### src/rtl/core/cdv_pkg.sv
// cdv_pkg: types, codes and helpers for the cell descriptor validator
// used by cell_descriptor_validator; no dependencies

package cdv_pkg;

    typedef struct packed {
        logic [7:0] cell_byte;
        logic [7:0] this_cell_index;
        logic       end_of_buffer;
    } t_in_word;

    typedef struct packed {
        logic [1:0]  status;
        logic [7:0]  cell_size;
        logic [2:0]  ref_count;
        logic [10:0] bit_length;
        logic        is_pruned;
    } t_out_word;

    typedef enum logic [2:0] {
        PH_D1,
        PH_D2,
        PH_DATA,
        PH_REFS,
        PH_DROP
    } t_phase;

    localparam logic [1:0] ST_OK        = 2'd0;
    localparam logic [1:0] ST_BAD_DESC  = 2'd1;
    localparam logic [1:0] ST_BAD_REF   = 2'd2;
    localparam logic [1:0] ST_TRUNCATED = 2'd3;

    localparam int unsigned CFG_IDX_W = 2;
    localparam int unsigned CFG_DATA_W = 8;

    localparam logic [CFG_IDX_W-1:0] CFG_CELLS_TOTAL       = 2'd0;
    localparam logic [CFG_IDX_W-1:0] CFG_MAX_REFS          = 2'd1;
    localparam logic [CFG_IDX_W-1:0] CFG_PRUNED_DESCRIPTOR = 2'd2;
    localparam logic [CFG_IDX_W-1:0] CFG_PRUNED_DATA_BYTES = 2'd3;

    localparam logic [7:0] RST_CELLS_TOTAL       = 8'd0;
    localparam logic [2:0] RST_MAX_REFS          = 3'd4;
    localparam logic [7:0] RST_PRUNED_DESCRIPTOR = 8'd40;
    localparam logic [7:0] RST_PRUNED_DATA_BYTES = 8'd36;

    // trailing zero bits of a byte, saturating at 7
    function automatic logic [2:0] trailing_zeros(input logic [7:0] b);
        logic [2:0] tz;
        tz = 3'd7;
        for (int i = 6; i >= 0; i--) begin
            if (b[i]) begin
                tz = 3'(i);
            end
        end
        return tz;
    endfunction

    // data size in bytes: half of d2, rounded up
    function automatic logic [7:0] data_bytes(input logic [7:0] d2);
        return {1'b0, d2[7:1]} + {7'b0, d2[0]};
    endfunction

endpackage

### src/rtl/core/cell_descriptor_validator.sv
// cell_descriptor_validator: checks serialized cells one byte per word
// depends on cdv_pkg
//
// Usage
//   input channel (i_in_valid / o_in_ready / i_in_word): one byte of the cell
//   buffer per word, with the index of the cell and an end-of-buffer flag
//   output channel (o_out_valid / i_out_ready / o_out_word): one result word
//   per cell (status, size, reference count, bit length, pruned flag)
//   config port (i_cfg_we / i_cfg_idx / i_cfg_data): write only while idle
// Timing
//   one byte per cycle sustained while results are taken; a byte is
//   registered at acceptance and processed when the parser advances; a cell's
//   result is registered for output; the per-byte state update is the only loop
// Reset
//   synchronous, active low; parser waits for a descriptor byte, registers
//   return to their defaults, both pipeline stages empty
// Stall
//   a waiting result is held in the output register; the input register still
//   takes a byte and input acceptance stops only while both are full

module cell_descriptor_validator (
    input  logic                                i_clk,
    input  logic                                i_rst_n,
    input  logic                                i_in_valid,
    output logic                                o_in_ready,
    input  cdv_pkg::t_in_word                   i_in_word,
    output logic                                o_out_valid,
    input  logic                                i_out_ready,
    output cdv_pkg::t_out_word                  o_out_word,
    input  logic                                i_cfg_we,
    input  logic [cdv_pkg::CFG_IDX_W-1:0]       i_cfg_idx,
    input  logic [cdv_pkg::CFG_DATA_W-1:0]      i_cfg_data
);

    logic [7:0] r_cells_total;
    logic [2:0] r_max_refs;
    logic [7:0] r_pruned_desc;
    logic [7:0] r_pruned_bytes;

    logic              r_in_valid;
    cdv_pkg::t_in_word r_in_word;
    logic               r_out_valid;
    cdv_pkg::t_out_word r_out_word;

    cdv_pkg::t_phase r_phase, n_phase;
    logic [7:0] r_desc_one, n_desc_one;
    logic [7:0] r_desc_two, n_desc_two;
    logic [7:0] r_pos, n_pos;
    logic [7:0] r_lnz_pos, n_lnz_pos;
    logic [2:0] r_lnz_tz, n_lnz_tz;
    logic       r_seen, n_seen;

    logic       advance;
    logic       emit;
    logic [1:0] status;
    logic [7:0] b;
    logic       eob;
    logic [7:0] ds_b;
    logic [7:0] ds_r;
    logic [7:0] ds_n;
    logic [7:0] pos_inc;
    logic [2:0] refs_r;
    logic       pruned_b;
    cdv_pkg::t_out_word res;

    assign advance    = r_in_valid && (!r_out_valid || i_out_ready);
    assign o_in_ready = !r_in_valid || advance;
    assign o_out_valid = r_out_valid;
    assign o_out_word  = r_out_word;

    // config registers
    always_ff @(posedge i_clk) begin
        if (!i_rst_n) begin
            r_cells_total  <= cdv_pkg::RST_CELLS_TOTAL;
            r_max_refs     <= cdv_pkg::RST_MAX_REFS;
            r_pruned_desc  <= cdv_pkg::RST_PRUNED_DESCRIPTOR;
            r_pruned_bytes <= cdv_pkg::RST_PRUNED_DATA_BYTES;
        end else if (i_cfg_we) begin
            case (i_cfg_idx)
                cdv_pkg::CFG_CELLS_TOTAL:       r_cells_total  <= i_cfg_data;
                cdv_pkg::CFG_MAX_REFS:          r_max_refs     <= i_cfg_data[2:0];
                cdv_pkg::CFG_PRUNED_DESCRIPTOR: r_pruned_desc  <= i_cfg_data;
                cdv_pkg::CFG_PRUNED_DATA_BYTES: r_pruned_bytes <= i_cfg_data;
                default: ;
            endcase
        end
    end

    // input register
    always_ff @(posedge i_clk) begin
        if (!i_rst_n) begin
            r_in_valid <= 1'b0;
        end else if (i_in_valid && o_in_ready) begin
            r_in_valid <= 1'b1;
        end else if (advance) begin
            r_in_valid <= 1'b0;
        end
    end

    always_ff @(posedge i_clk) begin
        if (i_in_valid && o_in_ready) begin
            r_in_word <= i_in_word;
        end
    end

    // parser state
    always_ff @(posedge i_clk) begin
        if (!i_rst_n) begin
            r_phase    <= cdv_pkg::PH_D1;
            r_desc_one <= 8'd0;
            r_desc_two <= 8'd0;
            r_pos      <= 8'd0;
            r_lnz_pos  <= 8'd0;
            r_lnz_tz   <= 3'd0;
            r_seen     <= 1'b0;
        end else if (advance) begin
            r_phase    <= n_phase;
            r_desc_one <= n_desc_one;
            r_desc_two <= n_desc_two;
            r_pos      <= n_pos;
            r_lnz_pos  <= n_lnz_pos;
            r_lnz_tz   <= n_lnz_tz;
            r_seen     <= n_seen;
        end
    end

    always_comb begin
        b        = r_in_word.cell_byte;
        eob      = r_in_word.end_of_buffer;
        ds_b     = cdv_pkg::data_bytes(b);
        ds_r     = cdv_pkg::data_bytes(r_desc_two);
        refs_r   = r_desc_one[2:0];
        pruned_b = (b == r_pruned_desc);
        pos_inc  = r_pos + 8'd1;

        n_phase    = r_phase;
        n_desc_one = r_desc_one;
        n_desc_two = r_desc_two;
        n_pos      = r_pos;
        n_lnz_pos  = r_lnz_pos;
        n_lnz_tz   = r_lnz_tz;
        n_seen     = r_seen;
        emit       = 1'b0;
        status     = cdv_pkg::ST_OK;

        case (r_phase)
            cdv_pkg::PH_D1: begin
                n_desc_one = b;
                n_desc_two = 8'd0;
                n_pos      = 8'd0;
                n_lnz_pos  = 8'd0;
                n_lnz_tz   = 3'd0;
                n_seen     = 1'b0;
                if (b[4] || (b[3] && !pruned_b) || (b[2:0] > r_max_refs)) begin
                    emit   = 1'b1;
                    status = cdv_pkg::ST_BAD_DESC;
                end else begin
                    n_phase = cdv_pkg::PH_D2;
                    if (eob) begin
                        emit   = 1'b1;
                        status = cdv_pkg::ST_TRUNCATED;
                    end
                end
            end
            cdv_pkg::PH_D2: begin
                n_desc_two = b;
                if ((r_desc_one == r_pruned_desc) && (ds_b != r_pruned_bytes)) begin
                    emit   = 1'b1;
                    status = cdv_pkg::ST_BAD_DESC;
                end else begin
                    n_pos = 8'd0;
                    if (ds_b != 8'd0) begin
                        n_phase = cdv_pkg::PH_DATA;
                    end else if (refs_r != 3'd0) begin
                        n_phase = cdv_pkg::PH_REFS;
                    end else begin
                        emit = 1'b1;
                    end
                    if (!emit && eob) begin
                        emit   = 1'b1;
                        status = cdv_pkg::ST_TRUNCATED;
                    end
                end
            end
            cdv_pkg::PH_DATA: begin
                if (b != 8'd0) begin
                    n_lnz_pos = r_pos;
                    n_lnz_tz  = cdv_pkg::trailing_zeros(b);
                    n_seen    = 1'b1;
                end
                n_pos = pos_inc;
                if (pos_inc >= ds_r) begin
                    if (refs_r == 3'd0) begin
                        emit = 1'b1;
                    end else begin
                        n_phase = cdv_pkg::PH_REFS;
                        n_pos   = 8'd0;
                    end
                end
                if (!emit && eob) begin
                    emit   = 1'b1;
                    status = cdv_pkg::ST_TRUNCATED;
                end
            end
            cdv_pkg::PH_REFS: begin
                if (!((b <= r_cells_total) && (b > r_in_word.this_cell_index))) begin
                    emit   = 1'b1;
                    status = cdv_pkg::ST_BAD_REF;
                end else begin
                    n_pos = pos_inc;
                    if (pos_inc >= {5'd0, refs_r}) begin
                        emit = 1'b1;
                    end else if (eob) begin
                        emit   = 1'b1;
                        status = cdv_pkg::ST_TRUNCATED;
                    end
                end
            end
            cdv_pkg::PH_DROP: begin
                if (eob) begin
                    n_phase = cdv_pkg::PH_D1;
                end
            end
            default: begin
                n_phase = cdv_pkg::PH_D1;
            end
        endcase

        if (emit) begin
            n_phase = ((status == cdv_pkg::ST_OK) || eob) ? cdv_pkg::PH_D1 : cdv_pkg::PH_DROP;
        end

        // result fields from the updated state
        ds_n          = cdv_pkg::data_bytes(n_desc_two);
        res.status    = status;
        res.ref_count = n_desc_one[2:0];
        res.is_pruned = (n_desc_one == r_pruned_desc);
        if (status == cdv_pkg::ST_OK) begin
            res.cell_size = 8'd2 + ds_n + {5'd0, n_desc_one[2:0]};
            if (!n_desc_two[0]) begin
                res.bit_length = {ds_n, 3'd0};
            end else if (!n_seen) begin
                res.bit_length = 11'd0;
            end else begin
                res.bit_length = ({n_lnz_pos, 3'd0} + 11'd8) - ({8'd0, n_lnz_tz} + 11'd1);
            end
        end else begin
            res.cell_size  = 8'd0;
            res.bit_length = 11'd0;
        end
    end

    // output register
    always_ff @(posedge i_clk) begin
        if (!i_rst_n) begin
            r_out_valid <= 1'b0;
        end else if (advance) begin
            r_out_valid <= emit;
        end else if (i_out_ready) begin
            r_out_valid <= 1'b0;
        end
    end

    always_ff @(posedge i_clk) begin
        if (advance && emit) begin
            r_out_word <= res;
        end
    end

    // checks
    a_drop_silent: assert property (@(posedge i_clk) disable iff (!i_rst_n)
        (advance && r_phase == cdv_pkg::PH_DROP) |-> !emit)
        else $error("result produced while dropping bytes");

    a_err_fields_zero: assert property (@(posedge i_clk) disable iff (!i_rst_n)
        (r_out_valid && r_out_word.status != cdv_pkg::ST_OK) |->
        (r_out_word.cell_size == 8'd0 && r_out_word.bit_length == 11'd0))
        else $error("error result carries size or bit length");

    a_ok_size: assert property (@(posedge i_clk) disable iff (!i_rst_n)
        (advance && emit && status == cdv_pkg::ST_OK) |=>
        (o_out_valid && o_out_word.cell_size >= 8'd2 && o_out_word.bit_length <= 11'd1024))
        else $error("good cell result out of range");

    a_error_leaves_cell: assert property (@(posedge i_clk) disable iff (!i_rst_n)
        (advance && emit && status != cdv_pkg::ST_OK && !eob) |=>
        (r_phase == cdv_pkg::PH_DROP))
        else $error("error inside buffer did not start dropping");

endmodule
### config.mk
export PLATFORM = sky130hd
export DESIGN_NAME = cell_descriptor_validator
export DESIGN_NICKNAME = d
export VERILOG_FILES = /design/src/rtl/core/cdv_pkg.sv /design/src/rtl/core/cell_descriptor_validator.sv
export SDC_FILE = /design/constraint.sdc
export NUM_CORES = 1
export LEC_CHECK = 0
export ABC_AREA = 1
export BUFFER_PORTS_ARGS = -buffer_cell sky130_fd_sc_hd__clkbuf_2
export CELL_PAD_IN_SITES_DETAIL_PLACEMENT = 0
export CELL_PAD_IN_SITES_GLOBAL_PLACEMENT = 1
export CORE_ASPECT_RATIO = 1.25
export CORE_MARGIN = 8
export CORE_UTILIZATION = 44
export DETAILED_ROUTE_END_ITERATION = 8
export HOLD_SLACK_MARGIN = 0.08
export PLACE_DENSITY_LB_ADDON = 0.1
export SLEW_MARGIN = 20
export SYNTH_ARGS = -nofsm -noshare
export SYNTH_HDL_FRONTEND = slang
export SYNTH_SLANG_ARGS = --single-unit
export TNS_END_PERCENT = 5
### constraint.sdc
create_clock -name i_clk -period 3.55 [get_ports i_clk]
set_clock_uncertainty 0.05 [all_clocks]
set_input_delay 0.5325 -clock i_clk [delete_from_list [all_inputs] [get_ports i_clk]]
set_output_delay 0.5325 -clock i_clk [all_outputs]
set_load 0.05 [all_outputs]
* After elaboration in Yosys (flattened, before gate mapping)
Cells that the tools add are included.
Storage, ports and cells: flip-flop bits (word level) 110, logic and storage cells 150, input port bits 32, output and inout bits 27
Cells by class: multiplexer cells 59, magnitude comparators 5, reduce and logical (&&, ||, !) cells 35, equality and inequality tests 20, add/subtract/negate cells 9
Operators with widths (count):
- 3-bit 2-to-1 mux | 16
- 8-bit 2-to-1 mux | 6
- 8-bit case mux with 2 select lines | 2
- 8-bit case mux with 4 select lines | 1
- 7-bit by 1-bit adder with 8-bit output | 3
- 8-bit equality test | 3
- 11-bit 2-to-1 mux | 2
- 1-bit 2-to-1 mux | 20
- 8-bit nonzero test | 2
- 3-bit != test, second input constant | 5
- 3-bit case mux with 5 select lines | 1
- 2-bit 2-to-1 mux | 7
- 11-bit by 4-bit adder with 11-bit output, second input constant | 1
- 11-bit by 4-bit subtractor with 11-bit output | 1
- 2-bit by 8-bit adder with 8-bit output, first input constant | 1
- 8-bit by 1-bit adder with 8-bit output, second input constant | 1
- 8-bit by 3-bit adder with 8-bit output | 1
- 8-bit by 3-bit greater-or-equal comparator with 1-bit output | 1
- 8-bit greater-or-equal comparator | 1
- 8-bit greater-than comparator | 1
- 8-bit less-or-equal comparator | 1
- 1-bit logical AND | 8
- 8-bit != test | 1
- 2-bit case mux with 4 select lines | 1
- 23 further kinds | 41

* Longest topological paths before layout
depth in word-level cells 14, gate-level depth with buffers 21, depth with buffers taken out 21

* Worst setup path before layout
No wires, ideal clock.
path type flip-flop to flip-flop, from register r_phase[2], to register r_out_word (netlist bit o_out_word[21]), data pin, stages on the path, launching flop included 18, arrival 2929 ps, setup slack 317 ps, setup time 254 ps, data required time 3246 ps, buffers on the path 1, period minus slack after synthesis 3233 ps, cell sequence dfxtp_1 -> inv_1 -> nand3_2 -> buf_2 -> o22ai_1 -> ha_1 -> ha_1 -> xnor2_1 -> inv_1 -> ha_1 -> ha_1 -> a21oi_1 -> nor2_1 -> nor2_1 -> inv_1 -> nand2_1 -> o21a_1 -> o21a_1
On the way: word-level cells in the longest chain between the ends 5, elaborated cells on any way between the ends 11, those cells by class add/sub: 3; eq/ne: 3; mux: 3; reduce/logical: 2
RTL lines:
- start: declaration | RTL line cell_descriptor_validator.sv:45 | cdv_pkg::t_phase r_phase, n_phase;
- start signal: assignment | RTL line cell_descriptor_validator.sv:109 | r_phase <= cdv_pkg::PH_D1;
- start signal: assignment | RTL line cell_descriptor_validator.sv:117 | r_phase <= n_phase;
- 3-bit by 1-bit equality test with 1-bit output or 3-bit logical NOT (tied branches) | RTL line cell_descriptor_validator.sv:146 | case (r_phase)
- 8-bit case mux with 2 select lines * | RTL line cell_descriptor_validator.sv:146
- via n_desc_two[0] | RTL line cell_descriptor_validator.sv:47 | logic [7:0] r_desc_two, n_desc_two;
- 7-bit by 1-bit adder with 8-bit output * | RTL line cdv_pkg.sv:60 | return {1'b0, d2[7:1]} + {7'b0, d2[0]};
- 2-bit by 8-bit adder with 8-bit output * | RTL line cell_descriptor_validator.sv:239 | res.cell_size = 8'd2 + ds_n + {5'd0, n_desc_one[2:0]};
- 8-bit by 3-bit adder with 8-bit output * | RTL line cell_descriptor_validator.sv:239
- end signal: assignment | RTL line cell_descriptor_validator.sv:266 | r_out_word <= res;
- end: declaration | RTL line cell_descriptor_validator.sv:43 | cdv_pkg::t_out_word r_out_word;
The timed path passes the listed nets; every way through them passes the cells marked *. A chain may end at the register's enable or synchronous reset.

* Worst setup path after layout
from register r_in_word (netlist bit b[0]), to register r_out_word (netlist bit o_out_word[10]), data pin
On the way: elaborated cells on any way between the ends 39, those cells by class add/sub: 5; order compare: 3; eq/ne: 2; mux: 18; reduce/logical: 11
RTL lines:
- start: declaration | RTL line cell_descriptor_validator.sv:41 | cdv_pkg::t_in_word r_in_word;
- start signal: assignment | RTL line cell_descriptor_validator.sv:102 | r_in_word <= i_in_word;
- 8-bit nonzero test | RTL line cell_descriptor_validator.sv:186 | if (b != 8'd0) begin
- 8-bit 2-to-1 mux | RTL line cell_descriptor_validator.sv:186
- 8-bit case mux with 2 select lines | RTL line cell_descriptor_validator.sv:146
- via n_lnz_pos[3] | RTL line cell_descriptor_validator.sv:49 | logic [7:0] r_lnz_pos, n_lnz_pos;
- 11-bit by 4-bit adder with 11-bit output | RTL line cell_descriptor_validator.sv:245 | res.bit_length = ({n_lnz_pos, 3'd0} + 11'd8) - ({8'd0, n_lnz_tz} + 11'd1);
- 11-bit by 4-bit subtractor with 11-bit output | RTL line cell_descriptor_validator.sv:245
- 11-bit 2-to-1 mux | RTL line cell_descriptor_validator.sv:242 | end else if (!n_seen) begin
- 11-bit 2-to-1 mux | RTL line cell_descriptor_validator.sv:240 | if (!n_desc_two[0]) begin
The timed path passes the listed nets, and every way through them passes these cells. The select of a mux whose other input is x is not followed.

==> metrics.csv <==
metric;value;unit
most-common-layout-cells;190 x nand2_1, 175 x inv_1, 79 x a21oi_1;
slew_violations;0;
rows;51;
cp_max_fo;6;
crit_start;b[0];
clk_pin_slew_worst_paths;0.07;ns
p_leak;3.729;nW
power_frac_seq;41.4;%
clockPowerShare;30.7;%
finalCriticalPeriod;3.231;ns
synth_area;6852;sq um
htreeDepth;3;
stdcell_area;7815;sq um
r2r_slack;0.32;ns
syn-num-nets;1020;
final_common_cell;nand2_1;
clk_latency;0.36;ns
min_path_cells;1;
core_area;15440;sq um
via_count;6017;
final_nets;1091;
hp-start;i_in_word[12];
drtIter0Drc;288;
hold_viol_final;0;
synth_enable_flop_cells;42;
start_kind;register;
netlist_instances;939;
cp.depth;14;
combPwrFrac;27.9;%
ios;59;
clock_path_buffers;2;
switching_share;33.93;%
ys_seq_elements;110;
finalWeightedCongestion;0.8692;
cts_tree;done;
grt_start_max_net_pins;56;
max_cap_viol_count;0;
diodes;0;
cp_slowest_stage_delay;0.41;ns
ir_drop;0.2009;mV
drtPass1Iterations;4;
critPathRequiredTime;3.61;ns
start_util;44.37;%
ys_seq_area_share;38.28;%
clock-sinks;110;
avgSynthCellArea;7.297;sq um
r2r_end;o_out_word[10];
drive_above_1_share;12.41;%
rsz0062_at_grt;no;
totalWireLength;18420;microns
area_delta_synth_final;14.06;%
die_area;19850;sq um
status;finished, final reports clean;
grt_antenna_before_repair;0;
ys_warn_count;0;
setup_tns;0;ns
hold_end;b[3];
synthArstFlopShare;0;%
grt_pass1_vias;5857;
slowest_stage;edfxtp_1;
min_path_type;primary input to register;
antenna_left;0;
gr-total-overflow;0;
cp-end-kind;register;
drc;0;
cp_top_family;compound AO/OA/AOI/OAI gates;
crit_chain;inv_1 -> ha_1 -> nand3_2 -> nand2_1 -> nor2_1 -> inv_2 -> o22ai_1 -> inv_1 -> ha_1 -> a21oi_1 -> o21a_1 -> o21ai_0 -> xnor2_1 -> o21ai_1;
grt_usage;19.34;%
slew_headroom;47.90;%
yosysUniqueCellTypes;38;
place_area;7495;sq um
synthFlopType;dfxtp_1;
place_hpwl;14760;microns
internal-power;2.358;mW
finalSetupViolCount;0;
r2r-start;b[0];
crit_buf_inv;3;
max_freq;309.5;MHz
port_buffers;58;
fin_crit_sh;91.03;%
grt_pass1_wl;29870;microns
arrival;3.30;ns
dieHeight;155.5;microns
wire_per_inst;15.01;microns
die_x;127.6;microns
root_buffer;clkbuf_16;
tightest_slew;0.7755;ns
via_per_inst;4.904;
cts_made_buffers;9;
crit_type;register to register;
rr_worst_depth;14;
net-switching-power;1.211;mW
powerDensity;456.7;nW/um^2
==> worst max path at each step <==
stage / end / slack (ns)
after floorplan: o_out_word[21] / 0.32
final: o_out_word[10] / 0.32
after CTS: o_out_word[21] / 0.26
after global placement: o_out_word[10] / 0.30
after global routing: o_out_word[10] / 0.08
after detailed placement: o_out_word[21] / 0.27
==> cell families (layout without fill, tap and decap cells) <==
kind of cell | count (synthesis) | after routing | share of synthesized area, %
adder cells (fa/ha/maj) | 49 | 49 | 9.058
AND/OR/NAND/NOR | 350 | 350 | 22.26
flip-flops | 110 | 110 | 38.28
XOR/XNOR | 26 | 26 | 3.324
buffers and inverters | 204 | 280 | 11.32
AO/OA/AOI/OAI | 200 | 200 | 15.76
==> power by group through the flow <==
stage / Clock, mW / Sequential (mW) / Combinational [mW]
floorplan: 0 / 1.60 / 0.622
global placement: 0 / 1.50 / 1.01
detailed placement: 0 / 1.51 / 1.01
CTS: 1.13 / 1.48 / 1.01
global route: 1.16 / 1.49 / 1.13
finish: 1.10 / 1.48 / 0.997
==> state kept, by name, summed over array words and instances, names as in the netlist <==
register	flops
eob	1
o_out_word	25
r_lnz_tz	3
r_max_refs	3
r_lnz_pos	8
r_desc_two	8
r_desc_one	8
b	8
r_pos	8
o_out_valid	1
r_in_valid	1
r_phase	3
r_in_word	8
r_seen	1
r_pruned_bytes	8
r_pruned_desc	8
r_cells_total	8
==> final cells by class <==
cell class,count,area [sq um]
clock inverter,6,85.08
fill,1647,7627
inverter,182,683.2
timing repair buffer,82,470.5
sequential,110,2623
multi-input combinational,625,3460
tap,212,265.3
clock buffer,10,229.0
==> metal layers <==
layer / part of all wire, % / wire, microns / track usage [%] / up-vias
met4: 2.6 / 476 / 8.570 / 0
met1: 42 / 7765 / 21.19 / 2718
li1: - / - / - / 3194
met2: 53 / 9744 / 36.29 / 81
met3: 2.4 / 433 / 2.432 / 24
met5: 0 / 0 / 0 / -
==> repair_timing <==
| item | 4_1_cts | 5_1_grt |
|---|---|---|
| resized for setup | 0 | 1 |
| setup buffers | 0 | 0 |
| endpoints found under the setup margin | 0 | 1 |
| hold buffers | 0 | 0 |
==> metrics by stage <==
| stage | power (mW) | hold slack (ns) | setup WS, ns | cells | util (%) |
|---|---|---|---|---|---|
| finish | 3.569 | 0.2952 | 0.3186 | 1227 | 50.61 |
| CTS | 3.612 | 0.2806 | 0.2615 | 1227 | 50.57 |
| global route | 3.776 | 0.2831 | 0.08337 | 1227 | 50.61 |
| global placement | 2.511 | 0.3983 | 0.3038 | 1211 | 48.53 |
| detailed placement | 2.511 | 0.4043 | 0.2736 | 1211 | 48.53 |
| floorplan | 2.217 | 0.3831 | 0.3170 | 939 | - |
==> cells in the mapped netlist (all sizes together) (9+ instances only) <==
cell | instances | area [sq um]
nand2 | 194 | 738.2
inv | 181 | 679.4
o21ai | 84 | 420.4
nor2 | 80 | 347.8
a21oi | 79 | 395.4
dfxtp | 68 | 1361
nand3 | 51 | 287.8
ha | 48 | 600.6
edfxtp | 42 | 1261
o22ai | 16 | 106.4
clkbuf | 15 | 56.30
nand4 | 14 | 93.84
xor2 | 14 | 122.6
xnor2 | 12 | 105.1
nor3 | 9 | 45.04
No activity file was read; power rests on OpenSTA's default activity.
